## src/rtl/frae_pkg.sv

```systemverilog
// Shared types, constants and address helpers for the file register ALU executor.
// Depends on nothing; the interfaces, the ALU, the top level and the testbench refer to it.
`timescale 1ns / 1ps

package frae_pkg;

    // Store geometry. FILE_DEPTH is a power of two; addresses wrap by truncation.
    localparam int FILE_DEPTH = 4096;
    localparam int ADDR_W     = $clog2(FILE_DEPTH);
    localparam int PC_WIDTH   = 21;

    // Fixed field widths of the request and the response.
    localparam int OP_W       = 4;
    localparam int FADDR_W    = 8;
    localparam int MADDR_W    = 12;
    localparam int DATA_W     = 8;
    localparam int NPC_W      = 21;
    localparam int FLAGS_W    = 5;

    // Special function registers, wrapped into the store.
    localparam logic [ADDR_W-1:0] ADDR_WREG   = ADDR_W'(12'hFE8 % FILE_DEPTH);
    localparam logic [ADDR_W-1:0] ADDR_STATUS = ADDR_W'(12'hFD8 % FILE_DEPTH);
    localparam logic [ADDR_W-1:0] ADDR_BSR    = ADDR_W'(12'hFE0 % FILE_DEPTH);

    // STATUS flag bits.
    localparam logic [FLAGS_W-1:0] FL_C   = 5'h01;
    localparam logic [FLAGS_W-1:0] FL_DC  = 5'h02;
    localparam logic [FLAGS_W-1:0] FL_Z   = 5'h04;
    localparam logic [FLAGS_W-1:0] FL_OV  = 5'h08;
    localparam logic [FLAGS_W-1:0] FL_N   = 5'h10;
    localparam logic [FLAGS_W-1:0] FL_ALL = FL_C | FL_DC | FL_Z | FL_OV | FL_N;
    localparam logic [FLAGS_W-1:0] FL_NZ  = FL_Z | FL_N;

    // Decoded byte-oriented operations.
    typedef enum logic [OP_W-1:0] {
        OP_ADDWFC = 4'd0,
        OP_ANDWF  = 4'd1,
        OP_CLRF   = 4'd2,
        OP_COMF   = 4'd3,
        OP_CPFSEQ = 4'd4,
        OP_CPFSLT = 4'd5,
        OP_CPFSGT = 4'd6,
        OP_DECF   = 4'd7,
        OP_DECFSZ = 4'd8,
        OP_DCFSNZ = 4'd9,
        OP_INCF   = 4'd10,
        OP_INCFSZ = 4'd11,
        OP_INFSNZ = 4'd12,
        OP_IORWF  = 4'd13,
        OP_MOVF   = 4'd14,
        OP_MOVFF  = 4'd15
    } t_op;

    // What the ALU hands back to the sequencer for one instruction.
    typedef struct packed {
        logic [DATA_W-1:0]  result;
        logic [FLAGS_W-1:0] mask;
        logic [FLAGS_W-1:0] flags;
        logic               skip;
        logic               write;
        logic               two_word;
    } t_alu_res;

    // Resolve an eight-bit file address through the access bank or the BSR.
    function automatic logic [ADDR_W-1:0] resolve_addr(
        input logic [FADDR_W-1:0] a,
        input logic               banked,
        input logic [3:0]         bsr_lo
    );
        logic [MADDR_W-1:0] full;
        begin
            if (banked) begin
                full = {bsr_lo, a};
            end else if (a[7]) begin
                full = {4'hF, a};
            end else begin
                full = {4'h0, a};
            end
            return full[ADDR_W-1:0];
        end
    endfunction

endpackage

```

## src/rtl/frae_alu.sv

```systemverilog
// Byte ALU: result, flag mask and values, and skip decision of one instruction.
// Depends on frae_pkg for the operation codes and the result struct.
`timescale 1ns / 1ps

module frae_alu (
    input  frae_pkg::t_op                  i_op,
    input  logic [frae_pkg::DATA_W-1:0]    i_f,
    input  logic [frae_pkg::DATA_W-1:0]    i_w,
    input  logic                           i_carry,
    output frae_pkg::t_alu_res             o_res
);

    logic [frae_pkg::DATA_W:0]   sum;
    logic [4:0]                  nib_sum;
    logic [frae_pkg::DATA_W-1:0] dec_val;
    logic [frae_pkg::DATA_W-1:0] inc_val;

    // Adders; dec_val and inc_val are shared by several operations.
    assign sum     = {1'b0, i_f} + {1'b0, i_w} + {8'h00, i_carry};
    assign nib_sum = {1'b0, i_f[3:0]} + {1'b0, i_w[3:0]} + {4'h0, i_carry};
    assign dec_val = i_f - 8'h01;
    assign inc_val = i_f + 8'h01;

    // Zero and negative flags of a result byte.
    function automatic logic [frae_pkg::FLAGS_W-1:0] nz(input logic [frae_pkg::DATA_W-1:0] r);
        logic [frae_pkg::FLAGS_W-1:0] fl;
        begin
            fl = '0;
            if (r == 8'h00) begin
                fl = fl | frae_pkg::FL_Z;
            end
            if (r[7]) begin
                fl = fl | frae_pkg::FL_N;
            end
            return fl;
        end
    endfunction

    // Operation decode.
    always_comb begin
        o_res          = '0;
        o_res.write    = 1'b1;
        case (i_op)
            frae_pkg::OP_ADDWFC: begin
                o_res.result = sum[7:0];
                o_res.mask   = frae_pkg::FL_ALL;
                o_res.flags  = nz(sum[7:0]);
                if (sum[8]) begin
                    o_res.flags = o_res.flags | frae_pkg::FL_C;
                end
                if (nib_sum[4]) begin
                    o_res.flags = o_res.flags | frae_pkg::FL_DC;
                end
                if ((~(i_f[7] ^ i_w[7])) & (i_f[7] ^ sum[7])) begin
                    o_res.flags = o_res.flags | frae_pkg::FL_OV;
                end
            end
            frae_pkg::OP_ANDWF: begin
                o_res.result = i_f & i_w;
                o_res.mask   = frae_pkg::FL_NZ;
                o_res.flags  = nz(i_f & i_w);
            end
            frae_pkg::OP_CLRF: begin
                o_res.result = '0;
                o_res.mask   = frae_pkg::FL_Z;
                o_res.flags  = frae_pkg::FL_Z;
            end
            frae_pkg::OP_COMF: begin
                o_res.result = ~i_f;
                o_res.mask   = frae_pkg::FL_NZ;
                o_res.flags  = nz(~i_f);
            end
            frae_pkg::OP_CPFSEQ: begin
                o_res.result = i_f;
                o_res.write  = 1'b0;
                o_res.skip   = (i_f == i_w);
            end
            frae_pkg::OP_CPFSLT: begin
                o_res.result = i_f;
                o_res.write  = 1'b0;
                o_res.skip   = (i_f < i_w);
            end
            frae_pkg::OP_CPFSGT: begin
                o_res.result = i_f;
                o_res.write  = 1'b0;
                o_res.skip   = (i_f > i_w);
            end
            frae_pkg::OP_DECF: begin
                // Carry and digit carry mean no borrow here.
                o_res.result = dec_val;
                o_res.mask   = frae_pkg::FL_ALL;
                o_res.flags  = nz(dec_val);
                if (i_f != 8'h00) begin
                    o_res.flags = o_res.flags | frae_pkg::FL_C;
                end
                if (i_f[3:0] != 4'h0) begin
                    o_res.flags = o_res.flags | frae_pkg::FL_DC;
                end
                if (i_f == 8'h80) begin
                    o_res.flags = o_res.flags | frae_pkg::FL_OV;
                end
            end
            frae_pkg::OP_DECFSZ: begin
                o_res.result = dec_val;
                o_res.skip   = (dec_val == 8'h00);
            end
            frae_pkg::OP_DCFSNZ: begin
                o_res.result = dec_val;
                o_res.skip   = (dec_val != 8'h00);
            end
            frae_pkg::OP_INCF: begin
                o_res.result = inc_val;
                o_res.mask   = frae_pkg::FL_ALL;
                o_res.flags  = nz(inc_val);
                if (i_f == 8'hFF) begin
                    o_res.flags = o_res.flags | frae_pkg::FL_C;
                end
                if (i_f[3:0] == 4'hF) begin
                    o_res.flags = o_res.flags | frae_pkg::FL_DC;
                end
                if (i_f == 8'h7F) begin
                    o_res.flags = o_res.flags | frae_pkg::FL_OV;
                end
            end
            frae_pkg::OP_INCFSZ: begin
                o_res.result = inc_val;
                o_res.skip   = (inc_val == 8'h00);
            end
            frae_pkg::OP_INFSNZ: begin
                o_res.result = inc_val;
                o_res.skip   = (inc_val != 8'h00);
            end
            frae_pkg::OP_IORWF: begin
                o_res.result = i_f | i_w;
                o_res.mask   = frae_pkg::FL_NZ;
                o_res.flags  = nz(i_f | i_w);
            end
            frae_pkg::OP_MOVF: begin
                o_res.result = i_f;
                o_res.mask   = frae_pkg::FL_NZ;
                o_res.flags  = nz(i_f);
            end
            frae_pkg::OP_MOVFF: begin
                // The source byte arrives on the f operand.
                o_res.result   = i_f;
                o_res.two_word = 1'b1;
            end
            default: begin
                o_res = '0;
            end
        endcase
    end

endmodule

```

## config.mk

```make
export PLATFORM = sky130hd
export DESIGN_NAME = frae_alu
export DESIGN_NICKNAME = d
export VERILOG_FILES = /design/src/rtl/frae_pkg.sv /design/src/rtl/frae_alu.sv
export SDC_FILE = /design/constraint.sdc
export NUM_CORES = 1
export LEC_CHECK = 0
export BUFFER_PORTS_ARGS = -buffer_cell sky130_fd_sc_hd__buf_4
export CAP_MARGIN = 10
export CELL_PAD_IN_SITES_DETAIL_PLACEMENT = 1
export CELL_PAD_IN_SITES_GLOBAL_PLACEMENT = 1
export CORE_UTILIZATION = 45
export DETAILED_ROUTE_END_ITERATION = 10
export PLACE_DENSITY_LB_ADDON = 0.1
export SLEW_MARGIN = 20
export SYNTH_ARGS = -nofsm -noshare
export SYNTH_HDL_FRONTEND = slang
export SYNTH_SLANG_ARGS = --single-unit
```

## constraint.sdc

```tcl
create_clock -name vclk -period 8
set_input_delay 0.8 -clock vclk [all_inputs]
set_output_delay 0.8 -clock vclk [all_outputs]
set_load 0.1 [all_outputs]
```

## Word level (Yosys, flattened, before mapping)

Index checks and enable logic that the tools add are counted.

| word-level totals | value |
|---|---|
| bits in registers | 0 |
| bits of input ports | 21 |
| output and inout bits | 21 |
| logic and storage cells | 79 |

| cells by class | value |
|---|---|
| $add $sub $neg | 6 |
| $lt $le $gt $ge | 2 |
| eq/ne operators | 20 |
| muxes and demuxes | 28 |
| bitwise operators | 7 |
| reduce and logical (&&, ||, !) cells | 16 |

Operators with widths:

| operator | number |
|---|---|
| case mux 10 bit (8 select lines) | 1 |
| case mux 8 bit (8 select lines) | 1 |
| logical NOT 8 bit | 7 |
| == test 4 bit (second input constant) | 9 |
| 2-to-1 mux 5 bit | 7 |
| nonzero test 8 bit | 3 |
| 2-to-1 mux 3 bit | 7 |
| == test 4 x 3 -> 1 bit (second input constant) | 4 |
| == test 8 bit (second input constant) | 2 |
| 2-to-1 mux 4 bit | 3 |
| adder 8 x 8 -> 9 bit | 1 |
| adder 9 x 1 -> 9 bit | 1 |
| OR reduction 3 bit | 3 |
| adder 8 x 1 -> 8 bit (second input constant) | 1 |
| AND 8 bit | 1 |
| == test 4 x 2 -> 1 bit (second input constant) | 2 |
| == test 8 x 7 -> 1 bit (second input constant) | 1 |
| == test 8 bit | 1 |
| greater-than comparator 8 bit | 1 |
| < comparator 8 bit | 1 |
| inverter 8 bit | 1 |
| bitwise OR 8 bit | 1 |
| subtractor 8 x 1 -> 8 bit (second input constant) | 1 |
| case mux 1 bit (7 select lines) | 1 |
| other kinds (11) | 18 |

## Longest topological paths before layout

Gate-level depths: netlist (run 1).

| logic depth | value |
|---|---|
| depth after elaboration | 9 |
| mapped depth | 9 |

## Worst setup path after synthesis (run 1)

Ideal clock, no wire load.

| timing path | value |
|---|---|
| kind | input to output |
| from | input port i_f[3] (netlist name) |
| to | output port o_res[6] (netlist name) |
| arrival | 4.198 ns |
| required time | 7.200 ns |
| slack | 3.002 ns |
| stages | 9 |
| buffers on the path | 1 |
| cell sequence | buf_6 -> inv_2 -> ha_1 -> a21o_1 -> a21oi_1 -> a31oi_1 -> nor2_1 -> xnor2_1 -> o31ai_1 |

RTL lines:

| item | RTL line | source |
|---|---|---|
| from (decl) | frae_alu.sv:7 | `input logic [frae_pkg::DATA_W-1:0] i_f,` |
| to (decl) | frae_alu.sv:10 | `output frae_pkg::t_alu_res o_res` |

==> reports/qor.yml, run 1 <==
status: "complete, no violations"
synth-xor-area-share_pct: 4.479
path_max_fanout: 14
rows: 24
synth_top_area_share_pct: 16.29
grt_start_max_net_pins: 37
drv_cap: 0
synth_top_family_by_area: "compound AO/OA/AOI/OAI gates"
synth_fa_ha_area_share_pct: 18.15
drive_above_1_share_pct: 15.70
clock_power_share_pct: 0
fmax_ghz: 0.2390
rsz0062_at_grt: "false"
grt_pass1_wl_mm: 13.12
antenna_found_initial: 0
drtPass1Iterations: 7
critPathLaunch: "i_f[0]"
synth_commonest_cells: "nand2_1 (29), nor2_1 (29), ha_1 (28)"
ant_nets: 0
p_sw_mw: 0.1547
yosys.area.top_type: "ha_1"
hold_buffers: 0
final_hold_viol_count: 0
peakVddDrop_mv: 0.04349
slew_headroom_pct: 54.32
synthTopCellsByArea: "ha_1 (16%), a21oi_1 (6.1%), nand2_1 (5.1%)"
postCtsResizedCells: 0
drt_wl_total_mm: 8.125
crit_end: "o_res[5]"
synth_area_sq_mm: 0.002151
core_sq_mm: 0.004474
syn_nets: 375
grt_pass1_vias: 2490
vias: 2602
hold_path_depth: 4
sw_frac_of_total_pct: 72.14
nFlopsAndLatches: 0
drc_errors: 0
place_inst: 396
layout.cells.non_filler: 396
min_period_over_period_pct: 52.31
p_leak_nw: 1.026
synth_mux_area_share_pct: 1.978
n_fill_cell: 611
drt-wirelength-per-cell_um: 20.52
yosys_warnings: 0
path_class: "input pin to output pin"
p_int_mw: 0.05973
slew_violations: 0
io_buffers: 42
overflow: 0
cp.arrival_ns: 3.38
required_ns: 7.20
vias_per_cell: 6.571
post_cts_buffers: 0
startpoint_type: "input pin"
antenna_cells: 0
track_usage_pct: 32.82
synth_compound_area_share_pct: 36.18
die_h_um: 71.14
syn_inst: 324
boundaryPins: 42
seq_area_frac_synth_pct: 0
period_minus_slack_ns: 4.185
drt_iter0_markers: 265
gp_congestion: 0.9649
seq_area_sq_um: 0
power_density_mw_per_mm2: 90.92
die_area_sq_mm: 0.005060
hpwlAfterDp_mm: 6.336
worstMarginPinSlew_ns: 0.6823
syn_to_final_growth_pct: 9.657
end_kind: "output pin"
finalNetCount: 397
synth_area_per_cell_sq_um: 6.638
yosys.area_share.simple_pct: 26.82
pwr-share-comb_pct: 100.0
p_seq_share_pct: 0
tns_ns: 0
hp-class: "input pin to output pin"
start_util_pct: 48.07
die_width_um: 71.14
yosysUniqueCellTypes: 60
finalSetupViolCount: 0
clkbuf_count: 0
layer usage:
layer | up-vias | share of wire [%] | track usage, %
met5 | - | 0 | 0
met4 | 0 | 0.58 | 4.444
met3 | 6 | 7.1 | 2.564
met2 | 108 | 48 | 55.98
met1 | 1252 | 45 | 46.15
li1 | 1236 | - | -
cell families (layout without fill, tap and decap cells):
group,after synthesis,count (layout)
multiplexers,4,4
AND/OR/NAND/NOR,115,115
AO/OA/AOI/OAI,117,117
buffers and inverters,47,67
XOR/XNOR,11,11
adder cells (fa/ha/maj),30,30
power by group through the flow:
stage,Sequential [mW],Clock [mW],Combinational (mW)
CTS,0,0,0.212
finish,0,0,0.214
detailed placement,0,0,0.212
floorplan,0,0,0.163
global route,0,0,0.227
global placement,0,0,0.209
how the worst min path moves through the flow:
stage,endpoint,from
6_report,o_res[3],i_f[6]
5_1_grt,o_res[3],i_f[6]
4_1_cts,o_res[3],i_f[6]
3_5_place_dp,o_res[3],i_f[6]
3_3_place_gp,o_res[1],i_op[2]
2_1_floorplan,o_res[8],i_op[3]
cell type report:
cell class,instances,area [sq um],area share [%]
Multi-Input combinational cell,277,1884,79.89
Timing Repair Buffer,42,315.3,13.37
Tap cell,52,65.06,2.759
Inverter,25,93.84,3.979
layout by cell type (no fill, tap or decap), drive strengths merged, types with 4 or more instances in the layout:
| master | synthesis | routed |
|---|---|---|
| a31oi | 9 | 9 |
| a221oi | 4 | 4 |
| a211o | 4 | 4 |
| xnor2 | 10 | 10 |
| nand3 | 9 | 9 |
| o21a | 4 | 4 |
| nand4 | 4 | 4 |
| ha | 28 | 28 |
| a21oi | 26 | 26 |
| a211oi | 6 | 6 |
| o22ai | 12 | 12 |
| o31ai | 4 | 4 |
| nor3 | 12 | 12 |
| nand2 | 29 | 29 |
| and3 | 4 | 4 |
| nor2 | 29 | 29 |
| a21o | 5 | 5 |
| inv | 25 | 25 |
| nand2b | 8 | 8 |
| buf | 9 | 42 |
| o211ai | 6 | 6 |
| nor4 | 7 | 7 |
| o21ai | 19 | 19 |
critical path, stage by stage:
cell and delay (ns):
buf_4 0.17, fa_1 0.46, fa_1 0.42, a21o_1 0.22, a21o_1 0.19, a211oi_1 0.24, nor2_1 0.10, or2_2 0.30
a211o_1 0.26, buf_4 0.23
stage by stage:
step	instance area, sq um	util, %	hold slack [ns]	power [mW]	setup slack [ns]
floorplan	2151	-	2.149	0.1635	3.002
finish	2359	52.71	2.201	0.2144	3.815
CTS	2359	52.71	2.201	0.2122	3.824
global route	2359	52.71	2.210	0.2272	3.696
detailed placement	2359	52.71	2.198	0.2116	3.824
global placement	2359	52.71	2.203	0.2092	3.850
Note: power is estimated with default switching activity, not from simulation.
==> run 2: changes to the inputs <==
--- a/config.mk
+++ b/config.mk
@@ -5,11 +5,12 @@
 export SDC_FILE = /design/constraint.sdc
 export NUM_CORES = 1
 export LEC_CHECK = 0
+export ABC_AREA = 1
 export BUFFER_PORTS_ARGS = -buffer_cell sky130_fd_sc_hd__buf_4
 export CAP_MARGIN = 10
 export CELL_PAD_IN_SITES_DETAIL_PLACEMENT = 1
 export CELL_PAD_IN_SITES_GLOBAL_PLACEMENT = 1
-export CORE_UTILIZATION = 45
+export CORE_UTILIZATION = 34
 export DETAILED_ROUTE_END_ITERATION = 10
 export PLACE_DENSITY_LB_ADDON = 0.1
 export SLEW_MARGIN = 20
==> constraint.sdc (replaced) <==
create_clock -name vclk -period 3.54
set_input_delay 0.354 -clock vclk [all_inputs]
set_output_delay 0.354 -clock vclk [all_outputs]
set_load 0.1 [all_outputs]
==> reports/qor.yml, run 2 <==
status: "complete, no violations"
postCtsResizedCells: 0
ant_nets: 0
synthTopCellsByArea: "nand2_1 (25%), ha_1 (18%), inv_1 (9.8%)"
cp_num_buf_inv: 2
yosysUniqueCellTypes: 27
drc_errors: 0
syn_nets: 419
yosys_warnings: 0
power_density_mw_per_mm2: 203.8
power_mw: 0.4628
hpwlAfterDp_mm: 6.200
drt_iter0_markers: 116
critPathMaxStageDelay_ns: 0.46
rsz0062_at_grt: "false"
nFlopsAndLatches: 0
synth_top_area_share_pct: 25.02
drt_wl_total_mm: 7.094
finalSetupViolCount: 0
peakVddDrop_mv: 0.1194
yosys.area.top_type: "nand2_1"
end_kind: "output pin"
synth_compound_area_share_pct: 12.67
syn_inst: 368
vias_per_cell: 5.053
cp.arrival_ns: 2.48
slowest_stage: "fa_1"
synth_area_per_cell_sq_um: 5.178
synth-xor-area-share_pct: 1.379
post_cts_buffers: 0
finalNetCount: 459
track_usage_pct: 24.78
gp_congestion: 0.8807
io_buffers: 42
hold_buffers: 0
fmax_ghz: 0.3525
overflow: 0
drive_above_1_share_pct: 17.00
drtPass1Iterations: 4
seq_area_sq_um: 0
fin_hold_ws_ns: 1.215
die_width_um: 76.87
sw_frac_of_total_pct: 75.28
vias: 2405
p_int_mw: 0.1144
final_hold_viol_count: 0
synth_fa_ha_area_share_pct: 20.49
final_common_cell: "nand2_1"
final_area_sq_mm: 0.002271
path_delay_family: "adder cells"
yosys.area_share.simple_pct: 52.27
grt_pass1_vias: 2482
tns_ns: 0
start_util_pct: 36.38
required_ns: 3.19
die_h_um: 76.87
p_leak_nw: 1.305
path_max_fanout: 11
slew_headroom_pct: 70.67
hp-class: "input pin to output pin"
clock_power_share_pct: 0
period_minus_slack_ns: 2.837
die_area_sq_mm: 0.005908
grt_pass1_wl_mm: 11.92
layout_common_cells: "nand2_1 (127), inv_1 (50), buf_4 (42)"
yosysMostFrequentCell: "nand2_1"
synth_mux_area_share_pct: 0
worst_path_most_repeated_cell: "nand2_1"
dpl-instance-area_sq_mm: 0.002271
synth_top_family_by_area: "simple AND/OR/NAND/NOR gates"
startpoint_type: "input pin"
clkbuf_count: 0
rows: 26
p_seq_share_pct: 0
fin_util_pct: 43.36
worstMarginPinSlew_ns: 0.4366
worstPathCellList: "buf_4, fa_1, fa_1, nand3_1, nand2_1, nand2_1, nand2_1, nand2_1, nand2_1, nor2_1, nand2_1, nand3_1, buf_4"
syn_to_final_growth_pct: 19.17
antenna_cells: 0
grt_start_max_net_pins: 13
min_period_over_period_pct: 80.14
slew_violations: 0
seq_area_frac_synth_pct: 0
pwr-share-comb_pct: 100.0
path_class: "input pin to output pin"
antenna_found_initial: 0
synth_commonest_cells: "nand2_1 (127), inv_1 (50), nor2_1 (41)"
core_sq_mm: 0.005238
drt-wirelength-per-cell_um: 14.90
synth_area_sq_mm: 0.001906
boundaryPins: 42
p_sw_mw: 0.3484
drv_cap: 0
run 2: cell count changes after synthesis, sizes merged, moves of 8 or more:
cell / delta
a21oi: -16
a31oi: -9
clkbuf: -13
inv: +32
nand2: +103
nand2b: -8
nand3: +21
nor2: +22
xnor2: -8
run 2: power groups by stage:
| stage | clock network (mW) | logic, mW | registers, mW |
|---|---|---|---|
| after floorplan | 0 | 0.344 | 0 |
| after global placement | 0 | 0.456 | 0 |
| after detailed placement | 0 | 0.463 | 0 |
| after CTS | 0 | 0.464 | 0 |
| after global routing | 0 | 0.501 | 0 |
| final | 0 | 0.463 | 0 |
run 2: layer usage:
metal / vias up / GRT usage, % / part of all wire, %
met3: 4 / 1.071 / 2.1
met5: - / 0 / 0
met2: 35 / 46.70 / 49
li1: 1248 / - / -
met4: 0 / 2.692 / 0.70
met1: 1118 / 31.52 / 48
run 2: kinds of logic after synthesis:
family	after synthesis
simple gates	230
fa+ha+maj	30
xor+xnor	3
compound gates	44
buf+inv	61
run 2: stage by stage:
stage / setup WS, ns / std cells
2_1_floorplan: 0.1528 / 368
3_3_place_gp: 0.7666 / 476
3_5_place_dp: 0.7145 / 476
4_1_cts: 0.7082 / 476
5_1_grt: 0.5870 / 476
6_report: 0.7030 / 476
run 2: worst paths after layout:
| path | from | to | cells past startpoint |
|---|---|---|---|
| max | i_f[0] | o_res[5] | 13 |
| min | i_op[0] | o_res[0] | 4 |
run 2: final cells by class:
class,instances,area (sq um)
multi-input cells,307,1654
repair buffers,42,315.3
well taps,70,87.58
fillers,804,2967
inverters,57,214.0
run 2: worst min-delay path: cells and delay by family:
| kind | cells | cell delay [ns] |
|---|---|---|
| buffers and inverters | 2 | 0.35 |
| and+or+nand+nor | 2 | 0.16 |
